### src/design/artm_pkg.sv
// ----------------------------------------------------------------------------
// artm_pkg
// Shared types and constants of the alert rule threat matcher.
// ----------------------------------------------------------------------------
package artm_pkg;

  localparam int MAX_RULES = 8;
  localparam int IDX_W     = (MAX_RULES > 1) ? $clog2(MAX_RULES) : 1;
  localparam int CNT_W     = $clog2(MAX_RULES + 1);
  localparam int VAL_W     = 24;

  // most negative code stands for a value that is not available
  localparam logic signed [VAL_W-1:0] NOT_AVAIL = {1'b1, {(VAL_W-1){1'b0}}};

  typedef enum logic [1:0] {
    OP_EVAL   = 2'd0,
    OP_APPEND = 2'd1,
    OP_CLEAR  = 2'd2
  } op_e_t;

  typedef enum logic [2:0] {
    KIND_NONE     = 3'd0,
    KIND_DIST_IN  = 3'd1,
    KIND_DIST_OUT = 3'd2,
    KIND_SPEED    = 3'd3,
    KIND_ACCEL    = 3'd4,
    KIND_DECEL    = 3'd5,
    KIND_TTC      = 3'd6
  } kind_t;

  typedef enum logic {
    ST_IDLE,
    ST_SCAN
  } state_t;

  typedef struct packed {
    kind_t                   kind;
    logic [7:0]              receiver;
    logic [7:0]              channels;
    logic signed [VAL_W-1:0] lower;
    logic signed [VAL_W-1:0] upper;
    logic [2:0]              level;
  } rule_t;

  typedef struct packed {
    logic [7:0]              receiver;
    logic [7:0]              channels;
    logic signed [VAL_W-1:0] distance;
    logic signed [VAL_W-1:0] velocity;
    logic signed [VAL_W-1:0] acceleration;
    logic signed [VAL_W-1:0] decel_to_stop;
    logic signed [VAL_W-1:0] time_to_collision;
  } obj_t;

  localparam int RULE_W = $bits(rule_t);

endpackage

### src/design/artm_ram.sv
// ----------------------------------------------------------------------------
// artm_ram
// Generic single write port, single read port RAM with registered read data.
// ----------------------------------------------------------------------------
module artm_ram #(
  parameter int WIDTH = 8,
  parameter int DEPTH = 8
) (
  input  logic                                         clk,
  input  logic                                         we,
  input  logic [((DEPTH > 1) ? $clog2(DEPTH) : 1)-1:0] waddr,
  input  logic [WIDTH-1:0]                             wdata,
  input  logic [((DEPTH > 1) ? $clog2(DEPTH) : 1)-1:0] raddr,
  output logic [WIDTH-1:0]                             rdata
);

  logic [WIDTH-1:0] mem [DEPTH];

  always_ff @(posedge clk) begin
    if (we) begin
      mem[waddr] <= wdata;
    end
    rdata <= mem[raddr];
  end

endmodule

### src/design/artm_cmp.sv
// ----------------------------------------------------------------------------
// artm_cmp
// Shared rule compare unit: receiver and channel match plus one range test.
// ----------------------------------------------------------------------------
module artm_cmp (
  input  artm_pkg::rule_t rule,
  input  artm_pkg::obj_t  obj,
  output logic            fire
);
  import artm_pkg::*;

  logic                    match;
  logic signed [VAL_W-1:0] val;
  logic                    need_avail;
  logic                    invert;
  logic                    valid_kind;
  logic                    in_range;

  assign match = (rule.receiver == obj.receiver) && (|(rule.channels & obj.channels));

  always_comb begin
    val        = obj.distance;
    need_avail = 1'b0;
    invert     = 1'b0;
    valid_kind = 1'b1;
    unique case (rule.kind)
      KIND_DIST_IN: begin
        val = obj.distance;
      end
      KIND_DIST_OUT: begin
        val    = obj.distance;
        invert = 1'b1;
      end
      KIND_SPEED: begin
        val        = obj.velocity;
        need_avail = 1'b1;
      end
      KIND_ACCEL: begin
        val        = obj.acceleration;
        need_avail = 1'b1;
      end
      KIND_DECEL: begin
        val        = obj.decel_to_stop;
        need_avail = 1'b1;
      end
      KIND_TTC: begin
        val        = obj.time_to_collision;
        need_avail = 1'b1;
      end
      default: begin
        valid_kind = 1'b0;
      end
    endcase
  end

  // for speed, accel, decel and TTC kinds the not available code fails the test outright
  assign in_range = (val >= rule.lower) && (val <= rule.upper) &&
                    !(need_avail && (val == NOT_AVAIL));

  assign fire = match && valid_kind && (in_range ^ invert);

endmodule

### src/design/alert_rule_threat_matcher.sv
// ----------------------------------------------------------------------------
// alert_rule_threat_matcher
// Rule table with a sequencer that scans it through one shared compare unit.
// ----------------------------------------------------------------------------
// append, clear and unused codes: done rises in the cycle after the request is taken
// evaluate: done follows the scan of every stored rule, one rule per cycle,
//   paced by the single read port of the rule RAM and the shared compare unit
// evaluate holds busy up to the done cycle; other codes never raise busy
// the done strobe cannot be stalled by the receiver
// rst clears the rule count and control state; table entries are not cleared
module alert_rule_threat_matcher (
  input  logic                               clk,
  input  logic                               rst,
  input  logic                               start,
  output logic                               busy,
  input  logic [1:0]                         operation,
  input  logic [2:0]                         rule_type,
  input  logic [2:0]                         rule_threat,
  input  logic signed [artm_pkg::VAL_W-1:0]  rule_low,
  input  logic signed [artm_pkg::VAL_W-1:0]  rule_high,
  input  logic [7:0]                         receiver_id,
  input  logic [7:0]                         channel_mask,
  input  logic signed [artm_pkg::VAL_W-1:0]  distance,
  input  logic signed [artm_pkg::VAL_W-1:0]  velocity,
  input  logic signed [artm_pkg::VAL_W-1:0]  acceleration,
  input  logic signed [artm_pkg::VAL_W-1:0]  decel_to_stop,
  input  logic signed [artm_pkg::VAL_W-1:0]  time_to_collision,
  output logic                               done,
  output logic [2:0]                         threat_level,
  output logic                               status
);
  import artm_pkg::*;

  state_t            state, state_next;
  logic [CNT_W-1:0]  rule_count, rule_count_next;
  logic [CNT_W-1:0]  issue, issue_next;
  logic              rd_valid, rd_valid_next;
  logic [2:0]        level, level_next;
  obj_t              obj, obj_next;
  logic              done_next;
  logic [2:0]        threat_level_next;
  logic              status_next;

  logic              accept;
  logic              table_full;
  logic              ram_we;
  logic [IDX_W-1:0]  ram_raddr;
  logic [RULE_W-1:0] ram_wdata;
  logic [RULE_W-1:0] ram_rdata;
  rule_t             rule_new;
  rule_t             rule_rd;
  logic              fire;

  assign busy       = (state != ST_IDLE);
  assign accept     = start && !busy;
  assign table_full = (rule_count == CNT_W'(MAX_RULES));

  always_comb begin
    rule_new.kind     = kind_t'(rule_type);
    rule_new.receiver = receiver_id;
    rule_new.channels = channel_mask;
    rule_new.lower    = rule_low;
    rule_new.upper    = rule_high;
    rule_new.level    = rule_threat;
  end

  assign ram_wdata = rule_new;
  assign ram_we    = accept && (operation == OP_APPEND) && !table_full;
  // entry 0 is read on the request cycle so the scan starts right away
  assign ram_raddr = (state == ST_IDLE) ? '0 : issue[IDX_W-1:0];
  assign rule_rd   = rule_t'(ram_rdata);

  artm_ram #(
    .WIDTH (RULE_W),
    .DEPTH (MAX_RULES)
  ) u_rule_ram (
    .clk   (clk),
    .we    (ram_we),
    .waddr (rule_count[IDX_W-1:0]),
    .wdata (ram_wdata),
    .raddr (ram_raddr),
    .rdata (ram_rdata)
  );

  artm_cmp u_cmp (
    .rule (rule_rd),
    .obj  (obj),
    .fire (fire)
  );

  always_ff @(posedge clk) begin
    if (rst) begin
      state        <= ST_IDLE;
      rule_count   <= '0;
      issue        <= '0;
      rd_valid     <= 1'b0;
      level        <= '0;
      done         <= 1'b0;
      threat_level <= '0;
      status       <= 1'b0;
    end else begin
      state        <= state_next;
      rule_count   <= rule_count_next;
      issue        <= issue_next;
      rd_valid     <= rd_valid_next;
      level        <= level_next;
      done         <= done_next;
      threat_level <= threat_level_next;
      status       <= status_next;
    end
  end

  always_ff @(posedge clk) begin
    obj <= obj_next;
  end

  always_comb begin
    state_next        = state;
    rule_count_next   = rule_count;
    issue_next        = issue;
    rd_valid_next     = rd_valid;
    level_next        = level;
    obj_next          = obj;
    done_next         = 1'b0;
    threat_level_next = '0;
    status_next       = 1'b0;
    unique case (state)
      ST_IDLE: begin
        if (accept) begin
          unique case (operation)
            OP_EVAL: begin
              obj_next.receiver          = receiver_id;
              obj_next.channels          = channel_mask;
              obj_next.distance          = distance;
              obj_next.velocity          = velocity;
              obj_next.acceleration      = acceleration;
              obj_next.decel_to_stop     = decel_to_stop;
              obj_next.time_to_collision = time_to_collision;
              level_next    = '0;
              issue_next    = CNT_W'(1);
              rd_valid_next = (rule_count != '0);
              state_next    = ST_SCAN;
            end
            OP_APPEND: begin
              if (table_full) begin
                status_next = 1'b1;
              end else begin
                rule_count_next = rule_count + CNT_W'(1);
              end
              done_next = 1'b1;
            end
            OP_CLEAR: begin
              rule_count_next = '0;
              done_next       = 1'b1;
            end
            default: begin
              done_next = 1'b1;
            end
          endcase
        end
      end
      ST_SCAN: begin
        if (rd_valid) begin
          if (fire && (rule_rd.level > level)) begin
            level_next = rule_rd.level;
          end
          rd_valid_next = (issue < rule_count);
          if (issue < rule_count) begin
            issue_next = issue + CNT_W'(1);
          end
        end else begin
          // every stored rule has been through the compare unit
          done_next         = 1'b1;
          threat_level_next = level;
          state_next        = ST_IDLE;
        end
      end
      default: begin
        state_next = ST_IDLE;
      end
    endcase
  end

`ifndef SYNTHESIS
  a_count_bound: assert property (@(posedge clk) disable iff (rst)
    rule_count <= CNT_W'(MAX_RULES))
    else $error("rule count above table size");

  a_done_idle: assert property (@(posedge clk) disable iff (rst)
    done |-> !busy)
    else $error("done while still scanning");

  a_status_done: assert property (@(posedge clk) disable iff (rst)
    status |-> done)
    else $error("status without done");

  a_level_done: assert property (@(posedge clk) disable iff (rst)
    (threat_level != '0) |-> (done && !status))
    else $error("threat level outside an evaluate result");

  a_rd_scan: assert property (@(posedge clk) disable iff (rst)
    rd_valid |-> (state == ST_SCAN))
    else $error("rule read valid outside scan");

  a_full_refuse: assert property (@(posedge clk) disable iff (rst)
    (accept && (operation == OP_APPEND) && table_full) |=> (status && done))
    else $error("append to full table not refused");
`endif

endmodule

### config.mk
export PLATFORM = sky130hd
export DESIGN_NAME = alert_rule_threat_matcher
export DESIGN_NICKNAME = d
export VERILOG_FILES = /design/src/design/artm_pkg.sv /design/src/design/artm_ram.sv /design/src/design/artm_cmp.sv /design/src/design/alert_rule_threat_matcher.sv
export SDC_FILE = /design/constraint.sdc
export NUM_CORES = 1
export LEC_CHECK = 0
export ABC_AREA = 1
export BUFFER_PORTS_ARGS = -buffer_cell sky130_fd_sc_hd__buf_2
export CORE_MARGIN = 2
export CORE_UTILIZATION = 45
export CTS_CLUSTER_DIAMETER = 60
export CTS_CLUSTER_SIZE = 30
export DETAILED_ROUTE_END_ITERATION = 7
export HOLD_SLACK_MARGIN = 0.15
export SYNTH_ARGS = -nofsm -noshare
export SYNTH_HDL_FRONTEND = slang
export SYNTH_HIERARCHICAL = 1
export SYNTH_SLANG_ARGS = --single-unit
### constraint.sdc
create_clock -name clk -period 5.62 [get_ports clk]
set_clock_uncertainty 0.05 [all_clocks]
set_input_delay 0.843 -clock clk [delete_from_list [all_inputs] [get_ports clk]]
set_output_delay 0.843 -clock clk [all_outputs]
set_load 0.005 [all_outputs]
## Word level (Yosys, flattened, before mapping)

Memories as Yosys holds them, arrays and structs flattened. A register that Yosys moved wholly into a read port is not among the register bits.
Cells that the tools add are included.

| word-level totals | value |
|---|---|
| register bits | 154 |
| RAM bits | 560 |
| bits of input ports | 195 |
| output and inout port bits | 6 |
| logic and storage cells | 102 |
| memories | 1 |

Memories:

| memory | words | bits a word | read ports | clocked after Yosys merged registers in | wr ports | line | source |
|---|---|---|---|---|---|---|---|
| u_rule_ram.mem | 8 | 70 | 1 | 1 | 1 | artm_ram.sv:17 | `logic [WIDTH-1:0] mem [DEPTH];` |

| cells by class | value |
|---|---|
| add/sub/neg operators | 2 |
| magnitude comparators | 4 |
| eq/ne operators | 17 |
| mux-type cells | 32 |
| bitwise operators | 5 |
| reductions and logical operators | 26 |

Operators by type and width:

| cell | count |
|---|---|
| 24-bit one-hot mux with 4 select lines | 1 |
| 24-bit equality test (second input constant) | 1 |
| 24-bit greater-or-equal comparator | 1 |
| 24-bit <= comparator | 1 |
| 4-bit 2-to-1 mux | 5 |
| 4-bit one-hot mux with 2 select lines | 2 |
| 1-bit 2-to-1 mux | 15 |
| 3-bit 2-to-1 mux | 5 |
| 4-bit AND reduction | 3 |
| 1-bit logical AND | 10 |
| 3-bit equality test (second input constant) | 3 |
| 4-bit by 1-bit adder with 4-bit output (second input constant) | 2 |
| 8-bit AND | 1 |
| 8-bit equality test | 1 |
| 2-bit by 1-bit inequality test with 1-bit output (second input constant) | 4 |
| 4-bit OR reduction | 2 |
| 8-bit OR reduction | 1 |
| 3-bit by 2-bit equality test with 1-bit output (second input constant) | 2 |
| 1-bit one-hot mux with 2 select lines | 3 |
| 3-bit one-hot mux with 2 select lines | 1 |
| 6-bit OR reduction | 1 |
| 4-bit equality test (second input constant) | 1 |
| 4-bit less-than comparator | 1 |
| 2-bit inequality test (second input constant) | 2 |
| other kinds (13) | 17 |

## Logic depth before layout (Yosys ltp)

Gate-level depths: netlist of run 1.

| logic depth | value |
|---|---|
| depth after elaboration | 12 |
| gate-level depth with buffers | 30 |
| gate-level depth less buffers | 28 |

## Hierarchy

The synthesis of run 1 kept the hierarchy.

Modules (own cells, without submodules):

| module | times used | cells an instance | area each (um^2) |
|---|---|---|---|
| artm_ram | 1 | 2507 | 25753.4 |
| alert_rule_threat_matcher | 1 | 271 | 5071.1 |
| artm_cmp | 1 | 526 | 2733.9 |

## Worst setup path before layout of run 1

Ideal clock, no wire load.

| timing path | value |
|---|---|
| path kind | input to register |
| start | input start |
| end | memory u_rule_ram/mem[1][0] in the netlist's numbering (enable) |
| setup time | 499 ps |
| data arrival time | 4393 ps |
| data required time | 5071 ps |
| slack | 678 ps |
| stages on the path | 8 |
| buffers on the path | 0 |
| path through | inv_1 > nor2_2 > inv_2 > nor2_1 > nand2_1 > inv_1 > nand2_1 > nor2_1 |

| between the ends | value |
|---|---|
| cells in the longest elaborated chain, start to end | 5 |

Ends and longest elaborated chain:

| element | line | source |
|---|---|---|
| from (decl) | alert_rule_threat_matcher.sv:14 | `input logic start,` |
| 1-bit logical AND | alert_rule_threat_matcher.sv:55 | `assign accept = start && !busy;` |
| 1-bit logical AND (2 in a row) | alert_rule_threat_matcher.sv:68 | `assign ram_we = accept && (operation == OP_APPEND) && !table_full;` |
| named net ram_we | alert_rule_threat_matcher.sv:46 | `logic ram_we;` |
| 1-bit 2-to-1 mux | artm_ram.sv:20 | `if (we) begin` |
| 1-bit 2-to-1 mux (not written as such) | artm_ram.sv:21 | `mem[waddr] <= wdata;` |
| to (decl) | artm_ram.sv:17 |  |

The timed path passes the listed nets, and every way through them passes these cells.

## Worst setup path after layout of run 1

| timing path | value |
|---|---|
| start | register u_rule_ram.rdata[68], read port of u_rule_ram.mem |
| end | register level[2] |

| between the ends | value |
|---|---|
| cells in the longest elaborated chain, start to end | 11 |
| elaborated cells on any way between the ends | 25 |
| those cells by class | 2 x order compare; 8 x eq/ne; 4 x mux; 1 x bitwise; 10 x reduce/logical |

Ends and longest elaborated chain:

| element | line | source |
|---|---|---|
| from (decl) | artm_ram.sv:14 | `output logic [WIDTH-1:0] rdata` |
| branches (longest 7 deep; another with 24-bit greater-or-equal comparator) | n/a |  |
| 1-bit logical AND (*) | artm_cmp.sv:60 | `assign fire = match && valid_kind && (in_range ^ invert);` |
| named net fire | alert_rule_threat_matcher.sv:52 | `logic fire;` |
| 1-bit logical AND (*) | alert_rule_threat_matcher.sv:164 | `if (fire && (rule_rd.level > level)) begin` |
| 2-bit by 1-bit inequality test with 1-bit output (no line) (*) | n/a |  |
| 4-bit AND reduction (no line) (*) | n/a |  |
| to (signal assigned) | alert_rule_threat_matcher.sv:106 | `level <= level_next;` |
| to (decl) | alert_rule_threat_matcher.sv:38 | `logic [2:0] level, level_next;` |

Mark *: on every way through the listed nets, which the timed path passes.
A chain may end at the register's enable or synchronous reset.

==> flow_summary.toml, run 1 <==
[yosys]
synth_seq_cells = 784
synth_ff_type = "edfxtp_1"
yosys.area.top_type_share_pct = 62.3
netlist_top_cells_area = "edfxtp_1 (62%), nand2_1 (12%), inv_1 (7.4%)"
synth_cells = 3304
synth_edf_count = 696
yosysTopAreaCell = "edfxtp_1"
yosysSeqAreaShare_pct = 67.5
syn_avg_cell_area_um2 = 10.2
yosys_warnings = 6
async_flop_share_pct = 0
ys_types = 32
synth_nets = 3556
syn_area_um2 = 33600

[sta]
finalHoldViolations = 0
tightest_slew_ps = 1060
maxSlewViolCount = 0
setup_viol = 0
final.period_utilization_pct = 73.5
setup-tns-final_ps = 0
layout_min_cycle_time_ps = 4130
rsz0062_at_grt = "false"
timing.final.ws_setup_ps = 1490
slew_headroom_pct = 29.6
max_freq_mhz = 242

[critical_path]
crit_arrival_ps = 4620
reg2regPathDepth = 25
rrSetupSlack_ps = 1490
crit_path_start = "u_rule_ram/rdata[68]$_DFF_P_"
critPathRequiredTime_ps = 6110
slowest_stage = "dfxtp_1"
path_buf_inv = 2
regToRegStartpoint = "u_rule_ram/rdata[68]$_DFF_P_"
end_kind = "register"
max_stage_delay_ps = 720
crit_top_cell = "nand2_1"
start_kind = "register"
critPathKind = "register to register"
path_delay_family = "simple AND/OR/NAND/NOR gates"
cp_max_fo = 22
reg2reg_to = "level[2]$_SDFFE_PP0P_"

[route]
wire_per_inst_um = 17.9
vias = 21700
drt_iter0_drc = 1953
ant_nets = 0
routed_wl_um = 80100
post-route-drc-count = 0
vias_per_cell = 4.85
dr.pass1.iters = 6

[cells_and_area]
drive_gt1_share_pct = 10.1
areaGrowthSynthToFinish_pct = 11.8
layout.nets = 3709
final_util_pct = 50.6
multi_input_area_um2 = 7760
instances_no_fill = 4475
final_common_cell = "nand2_1"
fillers = 6598
layout.area.seq_um2 = 22700
post-route-cell-area_um2 = 37500
final_cell_mix = "nand2_1 (1113), edfxtp_1 (696), inv_1 (661)"

[placed_design]
gp_congestion = 0.923
numPlacedInstances = 4369
portBuffers = 200
post-place-ws_ps = 1490
postPlaceCellArea_um2 = 35500
dp_hpwl_um = 46300

[grt]
antenna_found_initial = 24
grt_pass1_wl_um = 122000
grt_pass1_vias = 20200
grtUsageTotal_pct = 20.9
grt_overflow_total = 0
grt_max_degree = 209

[worst_hold_path]
hold_class = "input port to register"
hold_depth = 1
hold_end = "obj[80]$_DFFE_PP_"
min_from = "velocity[8]"

[clocking]
cts_setup_buffers = 0
clkTransAtPathRegs_ps = 100
clkSinkCount = 784
worst_skew_pair.late_latency_ps = 650
tritoncts = "done"
clock_path_buffers = 3
cts_resized = 0
htreeDepth = 2
cts_hold_buf = 0
cts_buffers = 55
cts_root_buf = "clkbuf_16"

[floorplanning]
die-area_um2 = 76800
ios = 201
core_um2 = 74200
die_x_um = 277
start_util_pct = 45.2
num_rows = 100
die_h_um = 277

[pwr]
leakage_nw = 16.8
power_density_nw_per_um2 = 298
ir_worst_vdd_mv = 0.225

[job]
timing.max_cap.violations = 0

[run_status]
status = "completed"
==> metrics by stage <==
step / hold slack [ps] / power [mW]
2_1_floorplan: 376 / 6.77
3_3_place_gp: 420 / 6.97
3_5_place_dp: 430 / 6.97
4_1_cts: 270 / 11.3
5_1_grt: 277 / 11.6
6_report: 302 / 11.2
==> kinds of logic (layout without fill, tap and decap cells) <==
| group | count (synthesis) | after routing | share of synthesized area [%] |
|---|---|---|---|
| flip-flops | 784 | 784 | 67.5 |
| adder cells (fa/ha/maj) | 57 | 57 | 2.13 |
| AND/OR/NAND/NOR | 1592 | 1592 | 19.6 |
| AO/OA/AOI/OAI | 58 | 58 | 0.977 |
| buffers and inverters | 803 | 1001 | 9.52 |
| other | 0 | 4 | 0 |
| XOR/XNOR | 10 | 10 | 0.261 |
==> synth_stat cells (6+ instances only) <==
master    number
inv_2          6
nor2_1        77
xnor2_1        8
inv_1        665
nand2_1     1113
o21ai_0       13
edfxtp_1     696
buf_4         20
nand3_1      335
buf_2         76
a21oi_1       29
ha_1          57
nand4_1       51
clkbuf_1      29
dfxtp_1       88
==> state kept, by name, summed over array words and instances (netlist names) <==
name              flops
busy                  1
done                  1
issue                 4
level                 3
obj                 136
rd_valid              1
rule_count            4
status                1
threat_level          3
u_rule_ram/mem      560
u_rule_ram/rdata     70
==> power by group <==
part / switching (mW) / internal (mW)
clock: 2.23 / 2.13
sequential: 0.0350 / 6.41
combinational: 0.262 / 0.132
total: 2.53 / 8.67
==> area by class of cell <==
| cell class | count | area share [%] |
|---|---|---|
| Clock inverter | 37 | 1.49 |
| Tap cell | 969 | 3.23 |
| Antenna cell | 4 | 0.0267 |
| Multi-Input combinational cell | 1717 | 20.7 |
| Sequential cell | 784 | 60.4 |
| Timing Repair Buffer | 227 | 3.54 |
| Clock buffer | 65 | 3.85 |
| Inverter | 672 | 6.79 |
==> worst max path at each step <==
stage                                           to  cells past startpoint
floorplan           u_rule_ram/mem[1][0]$_DFFE_PP_                      8
global placement             level[0]$_SDFFE_PP0P_                     25
detailed placement           level[2]$_SDFFE_PP0P_                     25
CTS                          level[2]$_SDFFE_PP0P_                     25
global route                 level[0]$_SDFFE_PP0P_                     25
finish                       level[2]$_SDFFE_PP0P_                     25
==> per-layer routing <==
metal  routed length [um]  vias up  GRT usage (%)
li1                     -    10800              -
met1                35300    10100           28.6
met2                37000      673           33.7
met3                 5740      148           4.60
met4                 1880       26           5.48
met5                  172        -              0
(Power assumes the default switching activity.)
==> run 2, diff against run 1 <==
--- a/config.mk
+++ b/config.mk
@@ -5,7 +5,7 @@
 export SDC_FILE = /design/constraint.sdc
 export NUM_CORES = 1
 export LEC_CHECK = 0
-export ABC_AREA = 1
+export ABC_AREA = 0
 export BUFFER_PORTS_ARGS = -buffer_cell sky130_fd_sc_hd__buf_2
 export CORE_MARGIN = 2
 export CORE_UTILIZATION = 45
==> constraint.sdc (replaced) <==
create_clock -name clk -period 3.7 [get_ports clk]
set_clock_uncertainty 0.05 [all_clocks]
set_input_delay 0.555 -clock clk [delete_from_list [all_inputs] [get_ports clk]]
set_output_delay 0.555 -clock clk [all_outputs]
set_load 0.005 [all_outputs]
==> run 2 against run 1 <==
Net effect:
- synthesized cell count decreased by 55%
- count of clock-buffer cells in the layout decreased by 9
- setup slack got worse by 1900 ps
- critical path type unchanged
- design area decreased by 0.24%
- clock power increased by 49%
- critical endpoint is now level[1]$_SDFFE_PP0P_
- the flow now finishes with violations (negative setup slack)
- non-clock buffer count increased by 289
==> flow_summary.toml, run 2 <==
[run_status]
status = "finished, violations left"
failed_checks = "negative setup slack"

[sta]
finalHoldViolations = 0
setup_viol = 3
timing.final.ws_setup_ps = -425
max_freq_mhz = 242
layout_min_cycle_time_ps = 4130
slew_headroom_pct = 49.7
tightest_slew_ps = 753
final.period_utilization_pct = 111
rsz0062_at_grt = "true"
maxSlewViolCount = 0

[yosys]
synth_seq_cells = 784
synth_compound_gate_area_share_pct = 2.31
ys_types = 60
synth-simple-area-share_pct = 2.48
synth_ff_type = "edfxtp_1"
synth_fa_ha_area_share_pct = 2.36
synth.most_common_cell = "edfxtp_1"
yosys.area.top_type_share_pct = 69.2
synth_top_family_by_area = "multiplexers"
synth_cells = 1475
syn_avg_cell_area_um2 = 20.5
synth_common_cells = "edfxtp_1 (696), mux4_2 (157), dfxtp_1 (88)"
yosys_warnings = 6
yosys-mux-area-fraction_pct = 15.5
synth_edf_count = 696
synth_xor_area_share_pct = 0.377
yosysTopAreaCell = "edfxtp_1"
async_flop_share_pct = 0
syn_area_um2 = 30200
synth_nets = 1727
netlist_top_cells_area = "edfxtp_1 (69%), mux4_2 (12%), dfxtp_1 (5.8%)"
yosysSeqAreaShare_pct = 75.0

[floorplanning]
ios = 201
die-area_um2 = 69200
start_util_pct = 45.7
die_h_um = 263
num_rows = 94
die_x_um = 263
core_um2 = 66100

[route]
vias = 15800
post-route-drc-count = 0
wire_per_inst_um = 24.1
ant_nets = 0
drt_iter0_drc = 1455
vias_per_cell = 5.45
routed_wl_um = 69900
dr.pass1.iters = 5

[grt]
grt_max_degree = 84
grt_pass1_wl_um = 105000
antenna_found_initial = 5
grtUsageTotal_pct = 20.1
grt_overflow_total = 0
grt_pass1_vias = 16400

[pwr]
power_density_nw_per_um2 = 456
ir_worst_vdd_mv = 0.350
leakage_nw = 12.8

[placed_design]
portBuffers = 200
postPlaceCellArea_um2 = 33200
post-place-ws_ps = -639
dp_hpwl_um = 42700
gp_congestion = 0.837
numPlacedInstances = 2597

[critical_path]
cp_max_fo = 5
critPathRequiredTime_ps = 4170
reg2regPathDepth = 17
end_kind = "register"
crit_end = "level[1]$_SDFFE_PP0P_"
cp.depth = 17
regToRegStartpoint = "u_rule_ram/rdata[67]$_DFF_P_"
crit_top_cell = "a21o_1"
crit_chain = "buf_12 > and2_4 > buf_6 > buf_4 > mux2i_2 > o21ai_2 > ha_1 > a21o_1 > a21o_1 > a2111oi_4 > o211a_2 > mux2_2 > a31o_1 > a21oi_2 > nand4_1 > a21oi_4 > mux2i_1"
max_stage_delay_ps = 390
slowest_stage = "dfxtp_4"
crit_path_start = "u_rule_ram/rdata[67]$_DFF_P_"
critPathKind = "register to register"
rrSetupSlack_ps = -430
path_delay_family = "compound AO/OA/AOI/OAI gates"
path_buf_inv = 3
reg2reg_to = "level[1]$_SDFFE_PP0P_"
crit_arrival_ps = 4600
start_kind = "register"

[clocking]
tritoncts = "done"
clock_path_buffers = 3
clkSinkCount = 784
cts_root_buf = "clkbuf_16"
worst_skew_pair.late_latency_ps = 630
cts_buffers = 52
htreeDepth = 2
clkTransAtPathRegs_ps = 90

[cells_and_area]
final_cell_mix = "edfxtp_1 (696), buf_2 (200), dlygate4sd3_1 (184)"
drive_gt1_share_pct = 35.3
post-route-cell-area_um2 = 37400
instances_no_fill = 2893
final_common_cell = "edfxtp_1"
areaGrowthSynthToFinish_pct = 23.9
reg_top3 = "u_rule_ram/mem x560, obj x136, u_rule_ram/rdata x70"
fillers = 5004
largest_reg_flops = 560
top_register = "u_rule_ram/mem"
layout.nets = 2237

[job]
timing.max_cap.violations = 0

[worst_hold_path]
hold_class = "input port to register"
==> run 2: power by group <==
group	switching [mW]	total, mW	internal (mW)
Combinational	0.393	0.805	0.412
Clock	3.46	6.50	3.03
Sequential	0.0450	9.76	9.72
==> run 2: worst min path at each step <==
| stage | from | end | slack [ps] | cells past startpoint |
|---|---|---|---|---|
| 2_1_floorplan | u_rule_ram/rdata[0]$_DFF_P_ | level[0]$_SDFFE_PP0P_ | 390 | 2 |
| 3_3_place_gp | level[1]$_SDFFE_PP0P_ | level[1]$_SDFFE_PP0P_ | 410 | 2 |
| 3_5_place_dp | u_rule_ram/rdata[0]$_DFF_P_ | level[0]$_SDFFE_PP0P_ | 420 | 2 |
| 4_1_cts | channel_mask[7] | obj[127]$_DFFE_PP_ | 150 | 1 |
| 5_1_grt | channel_mask[7] | u_rule_ram/mem[5][58]$_DFFE_PP_ | 160 | 1 |
| 6_report | channel_mask[7] | u_rule_ram/mem[5][58]$_DFFE_PP_ | 180 | 1 |
==> run 2: per-layer routing <==
layer	vias to the layer above	part of all wire (%)	routed length [um]	GRT usage, %
li1	7017	-	-	-
met1	8248	44	30700	27.9
met2	429	49	34500	33.9
met3	81	5.0	3470	3.27
met4	6	1.7	1170	3.92
met5	-	0.062	43	0
==> run 2: layout make-up <==
class | instances | area, um2 | share of cell area [%]
well taps | 864 | 1080 | 2.89
multi-input cells | 573 | 7240 | 19.3
diodes | 2 | 5.00 | 0.0134
flip-flops and latches | 784 | 22700 | 60.5
clock buffers | 56 | 1350 | 3.60
clock inverters | 40 | 622 | 1.66
inverters | 58 | 221 | 0.591
repair buffers | 516 | 4250 | 11.4
==> run 2: what timing repair did <==
item | 4_1_cts | 5_1_grt
hold buffers | 184 | 0
gates resized for setup | 38 | 27
endpoints found under the hold margin | 615 | 0
endpoints found under the setup margin | 3 | 3
cloned | 1 | 1
pin swaps | 14 | 16
buffers inserted | 8 | 5
==> run 2: logic make-up (layout without fill, tap and decap cells) <==
group           Yosys count  count (layout)
xor+xnor                 13              13
compound gates          103             103
mux                     262             262
buf+inv                 118             670
simple gates            138             138
fa+ha+maj                57              57
other cells               0               2
flops                   784             784
==> run 2: per-stage QoR <==
| step | utilization, % | power (mW) | hold WS [ps] | setup TNS, ps |
|---|---|---|---|---|
| after global placement | 50.3 | 10.5 | 408 | -1780 |
| final | 56.6 | 17.1 | 182 | -1230 |
| after CTS | 56.4 | 17.2 | 151 | -1170 |
| after detailed placement | 50.3 | 10.6 | 415 | -1850 |
| after global routing | 56.6 | 17.6 | 163 | -1620 |
| after floorplan | - | 10.2 | 388 | -484370 |
